==> src/pqbf_pkg.sv <==
// Shared types and constants of the point query bound finder.
// Depends on nothing; used by every RTL module of the block.
package pqbf_pkg;

    // Default sizes
    localparam int KEY_COLUMNS_DEF    = 8;
    localparam int TUPLE_COLUMNS_DEF  = 16;
    localparam int MAX_PREDICATES_DEF = 64;
    localparam int QUEUE_DEPTH        = 2;

    // Field widths
    localparam int MAP_ENTRY_W  = 4;
    localparam int KEY_OUT_W    = 3;
    localparam int POS_OUT_W    = 6;
    localparam int S_TDATA_W    = 8;
    localparam int M_TDATA_W    = 24;
    localparam int PADDR_W      = 4;
    localparam int PDATA_W      = 64;

    // Comparison kind codes
    localparam logic [2:0] CMP_EQ = 3'd0;
    localparam logic [2:0] CMP_GT = 3'd1;
    localparam logic [2:0] CMP_GE = 3'd2;
    localparam logic [2:0] CMP_LT = 3'd3;
    localparam logic [2:0] CMP_LE = 3'd4;

    // Register select (paddr bit 3)
    localparam logic REG_KEY_COUNT  = 1'b0;
    localparam logic REG_COLUMN_MAP = 1'b1;

    // Classified predicate handed from front to back
    typedef struct packed {
        logic [MAP_ENTRY_W-1:0] key_col;
        logic                   lower_kind;
        logic                   upper_kind;
        logic                   map_err;
        logic                   last;
    } t_op;

    // One result word
    typedef struct packed {
        logic                 error_seen;
        logic                 point_query;
        logic                 upper_found;
        logic [POS_OUT_W-1:0] upper_position;
        logic                 lower_found;
        logic [POS_OUT_W-1:0] lower_position;
        logic [KEY_OUT_W-1:0] key_column;
        logic                 last_result;
    } t_result;

endpackage

==> src/pqbf_queue.sv <==
// Short FIFO of classified predicates between front and back.
// Depends on pqbf_pkg (t_op).
module pqbf_queue #(
    parameter int DEPTH = pqbf_pkg::QUEUE_DEPTH
) (
    input  logic           i_clk,
    input  logic           i_rst_n,
    input  logic           i_push,
    input  pqbf_pkg::t_op  i_data,
    output logic           o_full,
    input  logic           i_pop,
    output pqbf_pkg::t_op  o_data,
    output logic           o_empty
);
    import pqbf_pkg::*;

    localparam int PTR_W = (DEPTH > 1) ? $clog2(DEPTH) : 1;
    localparam int CNT_W = $clog2(DEPTH + 1);

    t_op              r_mem [DEPTH];
    logic [PTR_W-1:0] r_wr_ptr;
    logic [PTR_W-1:0] r_rd_ptr;
    logic [CNT_W-1:0] r_count;
    logic             w_push;
    logic             w_pop;

    assign o_full  = (r_count == CNT_W'(DEPTH));
    assign o_empty = (r_count == '0);
    assign o_data  = r_mem[r_rd_ptr];
    assign w_push  = i_push && !o_full;
    assign w_pop   = i_pop && !o_empty;

    // Advance pointers and fill count
    always_ff @(posedge i_clk) begin
        if (!i_rst_n) begin
            r_wr_ptr <= '0;
            r_rd_ptr <= '0;
            r_count  <= '0;
        end else begin
            if (w_push) begin
                r_wr_ptr <= (r_wr_ptr == PTR_W'(DEPTH - 1)) ? '0 : r_wr_ptr + 1'b1;
            end
            if (w_pop) begin
                r_rd_ptr <= (r_rd_ptr == PTR_W'(DEPTH - 1)) ? '0 : r_rd_ptr + 1'b1;
            end
            if (w_push && !w_pop) begin
                r_count <= r_count + 1'b1;
            end else if (w_pop && !w_push) begin
                r_count <= r_count - 1'b1;
            end
        end
    end

    // Store the pushed word
    always_ff @(posedge i_clk) begin
        if (w_push) begin
            r_mem[r_wr_ptr] <= i_data;
        end
    end

endmodule

==> src/pqbf_front.sv <==
// Front part: maps a predicate's tuple column to a key column and decodes its bounds.
// Depends on pqbf_pkg (t_op, comparison codes).
module pqbf_front #(
    parameter int KEY_COLUMNS   = pqbf_pkg::KEY_COLUMNS_DEF,
    parameter int TUPLE_COLUMNS = pqbf_pkg::TUPLE_COLUMNS_DEF
) (
    input  logic [3:0]                       i_tuple_column,
    input  logic [2:0]                       i_compare_kind,
    input  logic                             i_last_predicate,
    input  logic [63:0]                      i_column_map,
    input  logic [$clog2(KEY_COLUMNS+1)-1:0] i_keys,
    output pqbf_pkg::t_op                    o_op
);
    import pqbf_pkg::*;

    logic [MAP_ENTRY_W-1:0] w_key_col;
    logic                   w_lower;
    logic                   w_upper;

    // Look up the key column of this tuple column
    assign w_key_col = i_column_map[MAP_ENTRY_W * i_tuple_column +: MAP_ENTRY_W];

    // Decode which bounds the comparison gives
    always_comb begin
        w_lower = 1'b0;
        w_upper = 1'b0;
        case (i_compare_kind) inside
            CMP_EQ:         begin w_lower = 1'b1; w_upper = 1'b1; end
            CMP_GT, CMP_GE: w_lower = 1'b1;
            CMP_LT, CMP_LE: w_upper = 1'b1;
            default:        ;
        endcase
    end

    // Flag tuple columns beyond the table and map entries beyond the key count
    assign o_op.key_col    = w_key_col;
    assign o_op.lower_kind = w_lower;
    assign o_op.upper_kind = w_upper;
    assign o_op.map_err    = (5'(i_tuple_column) >= 5'(TUPLE_COLUMNS))
                           || (5'(w_key_col) >= 5'(i_keys));
    assign o_op.last       = i_last_predicate;

endmodule

==> src/pqbf_back.sv <==
// Back part: keeps the bound tables, point-query count and error flag, drains results.
// Depends on pqbf_pkg (t_op, t_result).
module pqbf_back #(
    parameter int KEY_COLUMNS    = pqbf_pkg::KEY_COLUMNS_DEF,
    parameter int MAX_PREDICATES = pqbf_pkg::MAX_PREDICATES_DEF
) (
    input  logic                             i_clk,
    input  logic                             i_rst_n,
    input  logic [$clog2(KEY_COLUMNS+1)-1:0] i_keys,
    input  pqbf_pkg::t_op                    i_op,
    input  logic                             i_op_valid,
    output logic                             o_op_pop,
    output logic                             o_res_valid,
    input  logic                             i_res_ready,
    output pqbf_pkg::t_result                o_res
);
    import pqbf_pkg::*;

    localparam int KC_W   = $clog2(KEY_COLUMNS + 1);
    localparam int KIDX_W = (KEY_COLUMNS > 1) ? $clog2(KEY_COLUMNS) : 1;
    localparam int CNT_W  = $clog2(MAX_PREDICATES + 1);

    typedef enum logic [1:0] {
        S_RUN   = 2'b01,
        S_DRAIN = 2'b10
    } t_state;

    t_state                  r_state;
    logic [CNT_W-1:0]        r_lower_pos [KEY_COLUMNS];
    logic [CNT_W-1:0]        r_upper_pos [KEY_COLUMNS];
    logic [KEY_COLUMNS-1:0]  r_lower_vld;
    logic [KEY_COLUMNS-1:0]  r_upper_vld;
    logic [3:0]              r_eq_count;
    logic [3:0]              n_eq_count;
    logic                    r_point_done;
    logic [CNT_W-1:0]        r_pos;
    logic                    r_error;
    logic [KIDX_W-1:0]       r_drain_idx;
    logic                    r_out_valid;
    t_result                 r_out;

    logic [KIDX_W-1:0]       w_addr;
    logic [CNT_W-1:0]        w_lpos;
    logic [CNT_W-1:0]        w_upos;
    logic                    w_lv;
    logic                    w_uv;
    logic                    w_pos_ok;
    logic                    w_apply;
    logic                    w_set_lower;
    logic                    w_set_upper;
    logic                    w_eq_hit;
    logic                    w_slot_free;
    logic                    w_load;
    logic                    w_final;

    // Share one table read port between update and drain
    assign w_addr = (r_state == S_DRAIN) ? r_drain_idx : i_op.key_col[KIDX_W-1:0];
    assign w_lpos = r_lower_pos[w_addr];
    assign w_upos = r_upper_pos[w_addr];
    assign w_lv   = r_lower_vld[w_addr];
    assign w_uv   = r_upper_vld[w_addr];

    // Decide what the popped predicate records
    assign o_op_pop    = (r_state == S_RUN) && i_op_valid;
    assign w_pos_ok    = (r_pos < CNT_W'(MAX_PREDICATES));
    assign w_apply     = o_op_pop && !r_point_done && w_pos_ok && !i_op.map_err;
    assign w_set_lower = w_apply && i_op.lower_kind && !w_lv;
    assign w_set_upper = w_apply && i_op.upper_kind && !w_uv;
    assign w_eq_hit    = w_set_upper && (w_set_lower || (w_lv && (w_lpos == r_pos)));
    assign n_eq_count  = r_eq_count + 4'd1;

    // Output slot handling during drain
    assign w_slot_free = !r_out_valid || i_res_ready;
    assign w_load      = (r_state == S_DRAIN) && w_slot_free;
    assign w_final     = (KC_W'(r_drain_idx) + KC_W'(1)) == i_keys;

    // Control state and valid bits
    always_ff @(posedge i_clk) begin
        if (!i_rst_n) begin
            r_state      <= S_RUN;
            r_lower_vld  <= '0;
            r_upper_vld  <= '0;
            r_eq_count   <= '0;
            r_point_done <= 1'b0;
            r_pos        <= '0;
            r_error      <= 1'b0;
            r_drain_idx  <= '0;
            r_out_valid  <= 1'b0;
        end else begin
            unique case (r_state)
                S_RUN: begin
                    if (r_out_valid && i_res_ready) begin
                        r_out_valid <= 1'b0;
                    end
                    if (o_op_pop) begin
                        if (w_pos_ok) begin
                            r_pos <= r_pos + 1'b1;
                        end
                        if (!r_point_done && (!w_pos_ok || i_op.map_err)) begin
                            r_error <= 1'b1;
                        end
                        if (w_set_lower) begin
                            r_lower_vld[w_addr] <= 1'b1;
                        end
                        if (w_set_upper) begin
                            r_upper_vld[w_addr] <= 1'b1;
                        end
                        if (w_eq_hit) begin
                            r_eq_count <= n_eq_count;
                            if (5'(n_eq_count) == 5'(i_keys)) begin
                                r_point_done <= 1'b1;
                            end
                        end
                        if (i_op.last) begin
                            r_state     <= S_DRAIN;
                            r_drain_idx <= '0;
                        end
                    end
                end
                S_DRAIN: begin
                    if (w_load) begin
                        r_out_valid <= 1'b1;
                        if (w_final) begin
                            // Clear the query state for the next run
                            r_lower_vld  <= '0;
                            r_upper_vld  <= '0;
                            r_eq_count   <= '0;
                            r_point_done <= 1'b0;
                            r_pos        <= '0;
                            r_error      <= 1'b0;
                            r_state      <= S_RUN;
                        end else begin
                            r_drain_idx <= r_drain_idx + 1'b1;
                        end
                    end
                end
                default: r_state <= S_RUN;
            endcase
        end
    end

    // Record bound positions
    always_ff @(posedge i_clk) begin
        if (w_set_lower) begin
            r_lower_pos[w_addr] <= r_pos;
        end
        if (w_set_upper) begin
            r_upper_pos[w_addr] <= r_pos;
        end
    end

    // Build the result word for the key column under drain
    always_ff @(posedge i_clk) begin
        if (w_load) begin
            r_out.key_column     <= KEY_OUT_W'(r_drain_idx);
            r_out.lower_position <= w_lv ? POS_OUT_W'(w_lpos) : '0;
            r_out.lower_found    <= w_lv;
            r_out.upper_position <= w_uv ? POS_OUT_W'(w_upos) : '0;
            r_out.upper_found    <= w_uv;
            r_out.point_query    <= r_point_done;
            r_out.error_seen     <= r_error;
            r_out.last_result    <= w_final;
        end
    end

    assign o_res_valid = r_out_valid;
    assign o_res       = r_out;

endmodule

==> src/point_query_bound_finder_top.sv <==
// Top level of the point query bound finder: configuration registers, stream ports,
// and the front, queue and back parts. Depends on pqbf_pkg and the three submodules.
//
// Predicates enter on the s_axis side, one word each, and are mapped to key columns
// by the front part as they arrive; a two-entry queue feeds the back part, which
// records one predicate per cycle outside the drain, so a query runs at one predicate
// per clock. The word marked tlast makes the back part emit one result per used key
// column (key column 0 first, m_axis_tlast on the final one); the drain stalls while
// m_axis_tready is low, and during it the back part records no new predicate, so the
// input takes at most the two queue entries. The user must write the key count and
// column map over the APB port (key count at 0x0, map at 0x8) only while no query is
// in progress, unchecked by the block, which leaves reset ready without a clearing pass.
module point_query_bound_finder_top #(
    parameter int KEY_COLUMNS    = pqbf_pkg::KEY_COLUMNS_DEF,
    parameter int TUPLE_COLUMNS  = pqbf_pkg::TUPLE_COLUMNS_DEF,
    parameter int MAX_PREDICATES = pqbf_pkg::MAX_PREDICATES_DEF
) (
    input  logic                           i_clk,
    input  logic                           i_rst_n,
    // APB configuration port
    input  logic                           psel,
    input  logic                           penable,
    input  logic                           pwrite,
    input  logic [pqbf_pkg::PADDR_W-1:0]   paddr,
    input  logic [pqbf_pkg::PDATA_W-1:0]   pwdata,
    output logic [pqbf_pkg::PDATA_W-1:0]   prdata,
    output logic                           pready,
    // Predicate input
    input  logic                           s_axis_tvalid,
    output logic                           s_axis_tready,
    input  logic [pqbf_pkg::S_TDATA_W-1:0] s_axis_tdata,  // tuple_column[3:0], compare_kind[6:4]
    input  logic                           s_axis_tlast,  // last_predicate
    // Result output
    output logic                           m_axis_tvalid,
    input  logic                           m_axis_tready,
    // key_column[2:0], lower_position[8:3], lower_found[9], upper_position[15:10],
    // upper_found[16], point_query[17], error_seen[18]
    output logic [pqbf_pkg::M_TDATA_W-1:0] m_axis_tdata,
    output logic                           m_axis_tlast   // last_result
);
    import pqbf_pkg::*;

    localparam int KC_W = $clog2(KEY_COLUMNS + 1);

    logic [3:0]      r_key_count;
    logic [63:0]     r_column_map;
    logic            w_cfg_write;
    logic [KC_W-1:0] w_keys;
    t_op             w_front_op;
    t_op             w_queue_op;
    logic            w_queue_full;
    logic            w_queue_empty;
    logic            w_pop;
    logic            w_res_valid;
    t_result         w_res;

    // Write configuration registers on the access cycle
    assign w_cfg_write = psel && penable && pwrite && pready;
    assign pready      = 1'b1;

    always_ff @(posedge i_clk) begin
        if (!i_rst_n) begin
            r_key_count  <= 4'd1;
            r_column_map <= '0;
        end else if (w_cfg_write) begin
            unique case (paddr[3])
                REG_KEY_COUNT:  r_key_count  <= pwdata[3:0];
                REG_COLUMN_MAP: r_column_map <= pwdata;
                default:        ;
            endcase
        end
    end

    // Read back
    always_comb begin
        unique case (paddr[3])
            REG_KEY_COUNT:  prdata = {60'd0, r_key_count};
            REG_COLUMN_MAP: prdata = r_column_map;
            default:        prdata = '0;
        endcase
    end

    // Clamp the key count to one through KEY_COLUMNS
    always_comb begin
        if (r_key_count == 4'd0) begin
            w_keys = KC_W'(1);
        end else if (5'(r_key_count) > 5'(KEY_COLUMNS)) begin
            w_keys = KC_W'(KEY_COLUMNS);
        end else begin
            w_keys = KC_W'(r_key_count);
        end
    end

    pqbf_front #(
        .KEY_COLUMNS   (KEY_COLUMNS),
        .TUPLE_COLUMNS (TUPLE_COLUMNS)
    ) u_front (
        .i_tuple_column   (s_axis_tdata[3:0]),
        .i_compare_kind   (s_axis_tdata[6:4]),
        .i_last_predicate (s_axis_tlast),
        .i_column_map     (r_column_map),
        .i_keys           (w_keys),
        .o_op             (w_front_op)
    );

    assign s_axis_tready = !w_queue_full;

    pqbf_queue #(
        .DEPTH (QUEUE_DEPTH)
    ) u_queue (
        .i_clk   (i_clk),
        .i_rst_n (i_rst_n),
        .i_push  (s_axis_tvalid),
        .i_data  (w_front_op),
        .o_full  (w_queue_full),
        .i_pop   (w_pop),
        .o_data  (w_queue_op),
        .o_empty (w_queue_empty)
    );

    pqbf_back #(
        .KEY_COLUMNS    (KEY_COLUMNS),
        .MAX_PREDICATES (MAX_PREDICATES)
    ) u_back (
        .i_clk       (i_clk),
        .i_rst_n     (i_rst_n),
        .i_keys      (w_keys),
        .i_op        (w_queue_op),
        .i_op_valid  (!w_queue_empty),
        .o_op_pop    (w_pop),
        .o_res_valid (w_res_valid),
        .i_res_ready (m_axis_tready),
        .o_res       (w_res)
    );

    // Pack the result word
    assign m_axis_tvalid = w_res_valid;
    assign m_axis_tlast  = w_res.last_result;
    assign m_axis_tdata  = {5'd0, w_res.error_seen, w_res.point_query, w_res.upper_found,
                            w_res.upper_position, w_res.lower_found, w_res.lower_position,
                            w_res.key_column};

endmodule

==> config.mk <==
export PLATFORM = sky130hd
export DESIGN_NAME = point_query_bound_finder_top
export DESIGN_NICKNAME = d
export VERILOG_FILES = /design/src/pqbf_pkg.sv /design/src/pqbf_queue.sv /design/src/pqbf_front.sv /design/src/pqbf_back.sv /design/src/point_query_bound_finder_top.sv
export SDC_FILE = /design/constraint.sdc
export NUM_CORES = 1
export LEC_CHECK = 0
export ABC_AREA = 1
export BUFFER_PORTS_ARGS = -buffer_cell sky130_fd_sc_hd__buf_2
export CELL_PAD_IN_SITES_DETAIL_PLACEMENT = 1
export CELL_PAD_IN_SITES_GLOBAL_PLACEMENT = 1
export CORE_MARGIN = 8
export CORE_UTILIZATION = 39
export CTS_CLUSTER_SIZE = 16
export DETAILED_ROUTE_END_ITERATION = 16
export PLACE_DENSITY_LB_ADDON = 0.1
export SYNTH_ARGS = -nofsm -noshare
export SYNTH_HDL_FRONTEND = slang
export SYNTH_SLANG_ARGS = --single-unit
==> constraint.sdc <==
create_clock -name i_clk -period 2.5 [get_ports i_clk]
set_clock_uncertainty 0.2 [all_clocks]
set_input_delay 0.125 -clock i_clk [delete_from_list [all_inputs] [get_ports i_clk]]
set_output_delay 0.125 -clock i_clk [all_outputs]
set_load 0.03 [all_outputs]
==> results.md, run 1 <==
* Pre-CTS setup slack at -0.2795 ns
* Fin crit share at 1.090
* Final slew viol count at 0
* Final Wtd Congestion at 0.8104
* Power Density at 923.5 nW/µm²
* Die area at 34420 µm²
* Final core utilization at 0.5727
* Ys async rst share at 0
* IO Port Bufs at 165
* Setup crit end kind: flop
* Total vias in the final route at 10500
* Clock latency on the worst-skew pair at 0.55 ns
* Sequential area share after synthesis at 0.5626
* CTS tree: built
* Post-Syn Area per Cell at 8.690 µm²
* Slowest cell on the critical path: dfxtp_2
* H-tree depth at 1
* Int Power at 9682 µW
* VDD IR max at 563.2 µV
* Core area at 28470 µm²
* Largest cells by area after synthesis: edfxtp_1, dfxtp_1, nand2_1, inv_1, nor2_1
* Critical Path Source Type: flop
* Sw Pwr at 5377 µW
* Internal reg-to-reg setup slack at -0.22 ns
* Drt first-iter violations at around 530
* Largest net degree at the start of global routing at 70
* RSZ-0062 raised after global routing: yes
* Antenna viol nets, final at 0
* Post-synthesis cell count at 1290
* Crit Path Category: reg2reg
* Rel. slew slack at 0.4657
* Number of flops mapped to enable cells by yosys at 138
* Max_cap viols at 0
* Hold Slack at 0.04532 ns
* CTS sink cnt at 246
* Area share of the largest cell type after synthesis at 0.3697
* Clk root buf: clkbuf_16
* Fraction of layout cells with a size suffix above 1 at 0.3242
* Die Y at 185.5 µm
* Leak at 0.007380 µW
* Antenna violations before repair at 1
* Syn. warnings at 0
* Vias in the first global route at 11140
* P&R area growth vs syn at 45.46%
* CP arrival at 2.95 ns
* Flops & latches, synth at 246
* Combinational cell fraction of total power at 0.396
* Outcome: complete, but fails checks
* Setup ws final at -0.2247 ns
* Cell area after synthesis at 11210 µm²
* Failing checks: setup timing
* Total gr overflow at 0
* Maximum clock frequency at 0.3670 GHz
* Hold Fails Final Rpt at 0
* Placed cell areas at 13290 µm²
* Req. time, crit path at 2.72 ns
* Die Width at 185.5 µm
* Critical Path Fanout Max at 6
* Final WL at ~41000 µm
* First-pass GRT wire length at 61310 µm
* Post-DR wirelength/cell at 19.99 µm
* Top FF cell, synth: edfxtp_1
* Total clock buffers created by CTS at 28
* Placed wire-length estimate at 26270 µm
* Gr usage total at 0.2260
* CP max stage delay at 0.33 ns
* Clock Path Buffers at 3
* Hold Path Class: in2reg
* Fin nets at 1756
* Finished Cell Area at 16310 µm²
* Crit path cell chain: inv_2 > ha_4 > buf_4 > nand2_1 > nand2_2 > nor2_4 > buf_6 > nand2_2 > o22ai_1 > nor2_2 > nand3_4 > nand2_4 > inv_4 > nor2_8 > buf_4 > a21oi_1 > nor2_1
* Clk pwr share at 0.281
* Min Tclk post-route at 2.725 ns
* Worst slew pin tran at between 0.8 and 0.9 ns
* Cell variety after synth at 45
* IO Count at ~180
* Worst-path clk slew at 0.06 ns
* DRC at 0
* Setup tns final at -6.741 ns
* Rows at 62
* Initial Util at 0.3937
* Drt via density at 5.076
* Switching share of total power at 0.3571
* # setup viols final at 74
* Pre-antenna DRT Iters at 5
* Reg power frac at 0.323
* Cell accounting for the most synthesized area: edfxtp_1
## metrics by stage
stage / power, µW / std cells
2_1_floorplan: 7162 / 1294
3_3_place_gp: 8999 / 1911
3_5_place_dp: 9081 / 1911
4_1_cts: 14180 / 2058
5_1_grt: 15710 / 2069
6_report: 15060 / 2069
## layout by cell type (no fill, tap or decap), types with 6 or more instances in the layout
cell type / netlist / layout
a21oi_1: 79 / 68
a21oi_2: 0 / 10
a22oi_2: 0 / 6
buf_12: 0 / 13
buf_2: 2 / 164
buf_4: 11 / 100
buf_6: 3 / 30
clkbuf_16: 0 / 29
clkinv_1: 0 / 10
conb_1: 2 / 6
dfxtp_1: 108 / 102
dlygate4sd3_1: 0 / 80
edfxtp_1: 138 / 138
ha_1: 10 / 7
inv_1: 161 / 154
inv_2: 7 / 7
mux2i_1: 16 / 16
nand2_1: 292 / 244
nand2_2: 12 / 40
nand2_4: 3 / 19
nand2_8: 1 / 6
nand3_1: 56 / 30
nand3_2: 3 / 23
nand3_4: 1 / 7
nor2_1: 154 / 123
nor2_2: 4 / 21
nor2_4: 2 / 16
o211ai_1: 18 / 18
o21ai_0: 110 / 106
xor2_1: 7 / 7
## logic make-up (layout without fill, tap and decap cells)
group / count (synthesis) / after routing / share of synthesized area
other: 2 / 7 / 0.0006700
flip-flops: 246 / 246 / 0.5626
AND/OR/NAND/NOR: 548 / 549 / 0.2079
multiplexers: 16 / 16 / 0.01429
XOR/XNOR: 10 / 10 / 0.007814
AO/OA/AOI/OAI: 231 / 231 / 0.1132
adder cells (fa/ha/maj): 10 / 10 / 0.01116
buffers and inverters: 227 / 616 / 0.08238
## path summary, 6_finish.rpt
path / start / endpoint / depth (start not counted)
setup / recovery: u_back.r_state[0] / u_back.r_eq_count[0] / 17
hold / removal: s_axis_tdata[2] / u_queue.r_mem[1][6] / 3
setup reg to reg: u_back.r_state[0] / u_back.r_eq_count[0] / 17
hold reg to reg: u_back.r_error / u_back.o_res[19] / 0
## area by class of cell
class / instances / area, µm²
repair buffers: 393 / 3100
diodes: 1 / 2.502
fillers: 3297 / 12160
well taps: 384 / 480.5
clock inverters: 19 / 219.0
clock buffers: 33 / 719.4
inverters: 170 / 671.9
repair inverters: 1 / 11.26
multi-input cells: 822 / 4785
flip-flops and latches: 246 / 6316
## power by group through the flow
stage	Combinational (µW)	Clock, µW	Sequential (µW)
after global routing	6360	4450	4900
after CTS	5050	4280	4850
final	5960	4220	4870
after global placement	4090	0	4910
after detailed placement	4160	0	4920
after floorplan	2210	0	4950
## timing repair
action                     CTS  global route
hold endpoints to repair   117             0
gates cloned                 5             1
resized for setup          109           143
buffers inserted            10             9
setup endpoints to repair  137           138
hold buffers                80             0
pin swaps                   27            47
## flip-flops by register name (all words and copies together) (netlist names), named ones only
name and flops:
u_back.r_drain_idx 3, u_back.r_lower_pos 56, u_queue.r_count 2, u_back.r_upper_vld 8, u_back.o_res 20, u_back.r_upper_pos 48, r_column_map 64, u_back.r_error 1
u_queue.r_rd_ptr 1, u_back.r_state 2, u_back.r_lower_vld 8, u_back.o_res_valid 1, u_queue.r_mem 14, r_key_count 4, u_back.r_eq_count 4, u_queue.r_wr_ptr 1
u_back.r_pos 7, u_back.r_point_done 1
## cells in the mapped netlist, types with 12 or more instances
library cell	number
a21oi_1	79
clkbuf_1	39
dfxtp_1	108
edfxtp_1	138
inv_1	161
mux2i_1	16
nand2_1	292
nand2_2	12
nand3_1	56
nor2_1	154
o211ai_1	18
o21ai_0	110
## layer usage
metal / global-route usage / routed length, µm / vias up
met5: 0 / 0 / -
met4: 0.06161 / 1004 / 0
met3: 0.03865 / 1953 / 70
met2: 0.4014 / 21260 / 255
met1: 0.2793 / 17150 / 5218
li1: - / - / 4959
## worst max-delay path, delay by kind of cell, from the launching register on
kind / cells / cell delay [ns]
AND/OR/NAND/NOR: 9 / 0.87
buffers and inverters: 5 / 0.58
AO/OA/AOI/OAI: 2 / 0.43
flip-flops: 1 / 0.33
adder cells (fa/ha/maj): 1 / 0.19
(Power assumes the default switching activity.)
==> inputs of run 2 (changes only) <==
Settings changed: BUFFER_PORTS_ARGS -buffer_cell sky130_fd_sc_hd__buf_2 to -buffer_cell sky130_fd_sc_hd__buf_4, CORE_ASPECT_RATIO set to 0.5.
==> run 2 against run 1 <==
  * Sequential power hardly changed
  * Combinational power is 3% higher
  * The flow still finishes with violations (setup timing)
  * Largest power group unchanged
  * Flip-flop and latch count stayed put
  * Non-clock buffer count is 42 higher
  * Largest cell class unchanged
  * Cell area is 2.9% higher
  * Utilization is 1.3 points higher
  * Register-to-register slack better by 0.06 ns
  * Sequential share of layout area is 1.1 points lower
  * Critical endpoint is now u_back.r_upper_pos[4][0]
  * Hold slack better by 0.053 ns
  * Total power is 1.9% lower
  * Critical path depth is 3 lower
  * Wire length is 7.5% higher
==> results.md, run 2 (synthesis gave the netlist of run 1 again) <==
* Outcome: complete, but fails checks (unchanged)
* Failing checks: setup timing (unchanged)
* Origin of the worst min-delay path: pwrite (was s_axis_tdata[2])
* Seq. cell area at 6312 µm² (was 6316 µm²)
* Total clock buffers created by CTS at 24 (was 28)
* Final Wtd Congestion at 0.8501 (was 0.8104)
* Antenna violations before repair at 1 (unchanged)
* Commonest cells after routing, fill and taps aside: buf_4, nand2_1, inv_1 (was nand2_1, buf_2, inv_1)
* Clk root buf: clkbuf_16 (unchanged)
* Req. time, crit path at 2.54 ns (was 2.72 ns)
* Post-DR wirelength/cell at 21.08 µm (was 19.99 µm)
* Total vias in the final route at 10770 (was 10500)
* Clock latency on the worst-skew pair at 0.54 ns (was 0.55 ns)
* Worst-path clk slew at 0.06 ns (about the same)
* Core area at 28630 µm² (was 28470 µm²)
* Drt first-iter violations at 813 (was 525)
* P&R area growth vs syn at 49.69% (was 45.46%)
* Commonest non-fill, non-tap cell in the layout: buf_4 (was nand2_1)
* Final core utilization at 0.5861 (was 0.5727)
* Drt via density at 5.102 (was 5.076)
* Pre-antenna DRT Iters at 5 (unchanged)
* Setup ws final at -0.1678 ns (was -0.2247 ns)
* Global-route met1 utilization at 0.3703 (was 0.2793)
* Hold Path Depth at 5 (was 3)
* Pwr Total at 14780 µW (was 15060 µW)
* Register with the most flip-flops: r_column_map (unchanged)
* First-pass GRT wire length at 65350 µm (was 61310 µm)
* Min Tclk post-route at 2.668 ns (was 2.725 ns)
* Die Y at 135.9 µm (was 185.5 µm)
* CP arrival at 2.71 ns (was 2.95 ns)
* Rel. slew slack at 0.5493 (was 0.4657)
* Clock Path Buffers at 3 (unchanged)
* CP most frequent cell: nand3_4
* Leak at 0.007582 µW (was 0.007380 µW)
* Power Density at 880.8 nW/µm² (was 923.5 nW/µm²)
* RSZ-0062 raised after global routing: yes (unchanged)
* Crit Path Category: reg2reg (unchanged)
* # setup viols final at 128 (was 74)
* Setup crit end kind: flop (unchanged)
* VDD IR max at 522.2 µV (was 563.2 µV)
* DRC at 0 (unchanged)
* IO Count at 176 (unchanged)
* Maximum clock frequency at 0.3748 GHz (was 0.3670 GHz)
* Die Width at 255.8 µm (was 185.5 µm)
* Max_cap viols at 0 (unchanged)
* Pre-CTS setup slack at -0.3766 ns (was -0.2795 ns)
* Top Registers: r_column_map (64), u_back.r_lower_pos (56), u_back.r_upper_pos (48) (unchanged)
* Initial Util at 0.3916 (was 0.3937)
* Antenna viol nets, final at 0 (unchanged)
* Final WL at 44490 µm (was 41370 µm)
* GR peak layer: met1 (was met2)
* Reg-to-reg endpoint: u_back.r_upper_pos[4][0] (was u_back.r_eq_count[0])
* R2R depth at 14 (was 17)
* Slowest cell on the critical path: dfxtp_2 (unchanged)
* Critical Path Source Type: flop (unchanged)
* Vias in the first global route at 10910 (was 11140)
* Gr usage total at 0.2401 (was 0.2260)
* Hold Slack at 0.09800 ns (was 0.04532 ns)
* CTS sink cnt at 246 (unchanged)
* IO Port Bufs at 165 (unchanged)
* CTS tree: built (unchanged)
* Setup tns final at -10.27 ns (was -6.741 ns)
* Fin crit share at 1.067 (was 1.090)
* Final slew viol count at 0 (unchanged)
* CP max stage delay at 0.32 ns (was 0.33 ns)
* Fraction of layout cells with a size suffix above 1 at 0.3244 (was 0.3242)
* Hold Path End: r_key_count[3] (was u_queue.r_mem[1][6])
* Placed wire-length estimate at 30020 µm (was 26270 µm)
* Rows at 44 (was 62)
* Largest net degree at the start of global routing at 81 (was 70)
* Fill cells at 3285 (was 3297)
* RR Startpoint: u_back.r_state[0] (unchanged)
* Worst slew pin tran at 0.6689 ns (was 0.8003 ns)
* Die area at 34750 µm² (was 34420 µm²)
* Hold Path Class: in2reg (unchanged)
* GRT met2 Usage at 0.3483 (was 0.4014)
* Total gr overflow at 0 (unchanged)
* Multi-input gate area at 4717 µm² (was 4785 µm²)
* Critical Path Fanout Max at 8 (was 6)
* H-tree depth at 1 (unchanged)
* Ant. Diodes at 0 (was 1)
* Fin nets at 1796 (was 1756)
* Internal reg-to-reg setup slack at -0.17 ns (was -0.22 ns)
* Crit path cell chain: inv_2 > ha_4 > clkinvlp_4 > nand3_4 > nand2_8 > nand2_4 > inv_8 > nand2_2 > o22ai_4 > nor2_4 > nand3_4 > buf_8 > nor2_1 > buf_4 (was inv_2 > ha_4 > buf_4 > nand2_1 > nand2_2 > nor2_4 > buf_6 > nand2_2 > o22ai_1 > nor2_2 > nand3_4 > nand2_4 > inv_4 > nor2_8 > buf_4 > a21oi_1 > nor2_1)
* Met3 Usage GRT at 0.04706 (was 0.03865)
* Largest register FFs at 64 (unchanged)
* Hold Fails Final Rpt at 0 (unchanged)
==> run 2: changes by cell type in the layout (fill, tap and decap cells not counted), moves of 6 or more <==
cell | previous run | this run
buf_2 | 164 | 0
nand3_1 | 30 | 36
dlygate4sd3_1 | 80 | 94
buf_4 | 100 | 300
clkinv_1 | 10 | 3
buf_6 | 30 | 23
==> run 2: worst max path at each step <==
| stage | start | end | slack, ns |
|---|---|---|---|
| final | u_back.r_state[0] | u_back.r_upper_pos[4][0] | -0.17 |
| after global routing | u_back.r_state[1] | u_back.r_eq_count[1] | -0.30 |
| after CTS | u_back.r_state[0] | u_back.r_eq_count[1] | -0.07 |
| after detailed placement | u_back.r_state[0] | u_back.r_eq_count[3] | -0.38 |
| after global placement | u_back.r_state[0] | u_back.r_point_done | -0.26 |
| after floorplan | u_back.r_state[0] | u_back.r_lower_pos[4][0] | -0.02 |
==> run 2: layer usage <==
metal	part of all wire	routed length, µm
met1	0.49	21860
met2	0.43	18980
met3	0.070	3115
met4	0.012	530
met5	0	0
==> run 2: cell type report <==
type / instances / area share
repair buffers: 435 / 0.2262
clock inverters: 14 / 0.007979
repair inverters: 1 / 0.0004474
flip-flops and latches: 246 / 0.3762
inverters: 170 / 0.03997
multi-input cells: 824 / 0.2811
clock buffers: 30 / 0.03900
well taps: 391 / 0.02916
==> run 2: power breakdown <==
group	internal (µW)	switching [µW]	leakage [µW]
clock	2070	1650	0.000370
sequential	4660	244	0.00211
combinational	2590	3570	0.00510
==> run 2: stage by stage <==
step | area [µm²] | instances
after detailed placement | 13750 | 1927
after global routing | 16780 | 2111
after floorplan | 11220 | 1294
after global placement | 13750 | 1927
after CTS | 15860 | 2081
final | 16780 | 2111
==> run 2: critical path, delay by kind of cell, from the launching register on <==
kind                     cells  cell delay (ns)
AND/OR/NAND/NOR              7             0.85
flip-flops                   1             0.32
AO/OA/AOI/OAI                1             0.11
adder cells (fa/ha/maj)      1             0.21
buffers and inverters        5             0.66
==> run 2: timing repair <==
action / in CTS / in global routing
hold buffers: 94 / 0
endpoints found under the setup margin: 139 / 141
gates cloned: 4 / 1
resized for setup: 59 / 168
pin swaps: 22 / 51
buffers inserted: 12 / 32
hold endpoints to repair: 113 / 0
==> inputs of run 3 (changes only) <==
Settings changed: CORE_UTILIZATION 39 to 40.
Clock period 2.5 ns to 2.7 ns, I/O delays scaled along.
==> run 3 against run 2 <==
  * The flow still finishes with violations (setup timing)
  * Largest power group unchanged
  * Register-to-register slack improved by 0.13 ns
  * First-iteration DRC count decreased by 34%
  * Via count decreased by 5.8%
  * Combinational power decreased by 24%
  * Hold slack got worse by 0.094 ns
  * Critical path depth increased by 7
  * Flip-flop and latch count unchanged
  * Total power decreased by 14%
==> results.md, run 3 (synthesis gave the netlist of run 1 again) <==
* Outcome: complete, but fails checks (unchanged)
* Failing checks: setup timing (unchanged)
* Commonest cells after routing, fill and taps aside: nand2_1, buf_4, inv_1 (was buf_4, nand2_1, inv_1)
* Top Registers: r_column_map (64), u_back.r_lower_pos (56), u_back.r_upper_pos (48) (unchanged)
* Maximum clock frequency at 0.3653 GHz (was 0.3748 GHz)
* Vias in the first global route at 11110 (was 10910)
* Drt first-iter violations at 540 (was 813)
* Die area at 33960 µm² (was 34750 µm²)
* Clock latency on the worst-skew pair at 0.55 ns (was 0.54 ns)
* Max_cap viols at 0 (unchanged)
* Total clock buffers created by CTS at 25 (was 24)
* Post-DR wirelength/cell at 18.97 µm (was 21.08 µm)
* Req. time, crit path at 2.92 ns (was 2.54 ns)
* Fin crit share at 1.014 (was 1.067)
* CTS sink cnt at 246 (unchanged)
* Drt via density at 5.023 (was 5.102)
* Power Density at 812.4 nW/µm² (was 880.8 nW/µm²)
* Leak at 0.007088 µW (was 0.007582 µW)
* Placed wire-length estimate at 25400 µm (was 30020 µm)
* Commonest non-fill, non-tap cell in the layout: nand2_1 (was buf_4)
* CP arrival at 2.96 ns (was 2.71 ns)
* Final slew viol count at 0 (unchanged)
* Critical Path Source Type: flop (unchanged)
* IO Count at 176 (unchanged)
* Fill cells at 3208 (was 3285)
* H-tree depth at 1 (unchanged)
* Worst-path clk slew at 0.06 ns (about the same)
* Pre-antenna DRT Iters at 4 (was 5)
* Register with the most flip-flops: r_column_map (unchanged)
* Clk root buf: clkbuf_16 (unchanged)
* Gr usage total at 0.2149 (was 0.2401)
* CTS tree: built (unchanged)
* Die Y at 134.4 µm (was 135.9 µm)
* Total vias in the final route at 10150 (was 10770)
* DRC at 0 (unchanged)
* Critical Path Fanout Max at 5 (was 8)
* Die Width at 252.7 µm (was 255.8 µm)
* Hold Fails Final Rpt at 0 (unchanged)
* Sw Pwr at 4484 µW (was 5457 µW)
* Initial Util at 0.4053 (was 0.3916)
* Setup tns final at -0.07565 ns (was -10.27 ns)
* Final Wtd Congestion at 0.8253 (was 0.8501)
* # setup viols final at 4 (was 128)
* Hold Path Class: in2reg (unchanged)
* Crit Path Category: reg2reg (unchanged)
* Setup crit end kind: flop (unchanged)
* Final WL at 38320 µm (was 44490 µm)
* First-pass GRT wire length at 58950 µm (was 65350 µm)
* RSZ-0062 raised after global routing: yes (unchanged)
* Total gr overflow at 0 (unchanged)
* Int Power at 8268 µW (was 9323 µW)
* Worst slew pin tran at 0.6757 ns (was 0.6689 ns)
* Internal reg-to-reg setup slack at -0.04 ns (was -0.17 ns)
* Fin cells at 2020 (was 2111)
* P&R area growth vs syn at 40.03% (was 49.69%)
* Setup ws final at -0.03782 ns (was -0.1678 ns)
* Fin nets at 1712 (was 1796)
* Antenna viol nets, final at 0 (unchanged)
* Switching share of total power at 0.3516 (was 0.3692)
* Placed Cells at 1876 (was 1927)
* Min Tclk post-route at 2.738 ns (was 2.668 ns)
* Clock Path Buffers at 3 (unchanged)
* Clk pwr share at 0.283 (was 0.252)
* Reg power frac at 0.352 (was 0.332)
* Core area at 27650 µm² (was 28630 µm²)
* Rel. slew slack at 0.5479 (was 0.5493)
* Largest register FFs at 64 (unchanged)
* Largest net degree at the start of global routing at 58 (was 81)
* Antenna violations before repair at 1 (unchanged)
* Hold Slack at 0.003748 ns (was 0.09800 ns)
* Fraction of layout cells with a size suffix above 1 at 0.2621 (was 0.3244)
* IO Port Bufs at 165 (unchanged)
* VDD IR max at 406.0 µV (was 522.2 µV)
* Rows at 43 (was 44)
* Combinational cell fraction of total power at 0.365 (was 0.416)
## run 3: cell count changes in the layout (fill, tap and decap cells not counted), sizes merged
cell,before,now
buf,341,269
bufinv,2,3
clkbuf,30,37
clkinv,7,6
clkinvlp,8,3
diode,0,1
dlygate4sd3,94,79
inv,168,171
nand2,311,310
## run 3: worst max-delay path, cell delays in order (launching register included)
cell and delay [ns]:
dfxtp_4 0.37, ha_4 0.20, clkinvlp_4 0.17, buf_6 0.15, nand3_2 0.08, nand2_4 0.07
nor2_4 0.13, buf_6 0.15, nand3_2 0.08, nand2_2 0.07, nor2_2 0.05, buf_6 0.12
nand2_2 0.05, nand2_1 0.05, inv_1 0.06, nand2_1 0.06, nor2_1 0.12, nand2_2 0.12
nand2_4 0.13, nand3_1 0.09, nand2_1 0.07, nor2_1 0.04
## run 3: area by class of cell
type | instances | area [µm²] | area share
Timing Repair Buffer | 351 | 3019 | 0.1923
Timing Repair inverter | 1 | 7.507 | 0.0004783
Clock inverter | 12 | 143.9 | 0.009167
Tap cell | 382 | 478.0 | 0.03045
Antenna cell | 1 | 2.502 | 0.0001594
Inverter | 170 | 654.4 | 0.04169
Multi-Input combinational cell | 823 | 4387 | 0.2795
Sequential cell | 246 | 6315 | 0.4023
Clock buffer | 34 | 689.4 | 0.04392
## run 3: power groups by stage
| stage | sequential, µW | clock (µW) | combinational (µW) |
|---|---|---|---|
| after floorplan | 4590 | 0 | 2050 |
| after global placement | 4540 | 0 | 3580 |
| after detailed placement | 4550 | 0 | 3720 |
| after CTS | 4480 | 3660 | 4070 |
| after global routing | 4520 | 3810 | 5030 |
| final | 4490 | 3610 | 4660 |
## run 3: final timing paths
kind / cells after the start / from / endpoint
max reg2reg: 21 / u_back.r_state[1] / u_back.r_eq_count[2]
max: 21 / u_back.r_state[1] / u_back.r_eq_count[2]
min reg2reg: 0 / u_back.r_error / u_back.o_res[19]
min: 5 / penable / r_key_count[2]
## run 3: timing repair
action,CTS,global route
cloned,3,4
setup endpoints to repair,110,137
endpoints found under the hold margin,119,0
hold buffers,79,0
gates resized for setup,24,91
buffers inserted,4,7
pin swaps,8,12
## run 3: layer usage
metal | track usage | vias to the layer above | share of wire
met5 | 0 | - | 0
met4 | 0.05091 | 0 | 0.021
met3 | 0.04402 | 62 | 0.037
met2 | 0.3905 | 185 | 0.52
met1 | 0.2592 | 5027 | 0.43
li1 | - | 4872 | -
## run 3: through the flow
stage	total power (µW)	worst slack, ns	utilization	instance area, µm²
finish	12750	-0.03782	0.5676	15700
global route	13360	-0.2018	0.5676	15700
CTS	12210	-0.02165	0.5501	15210
detailed placement	8271	-0.1078	0.4853	13420
global placement	8117	-0.0008837	0.4853	13420
floorplan	6631	0.1847	-	11220
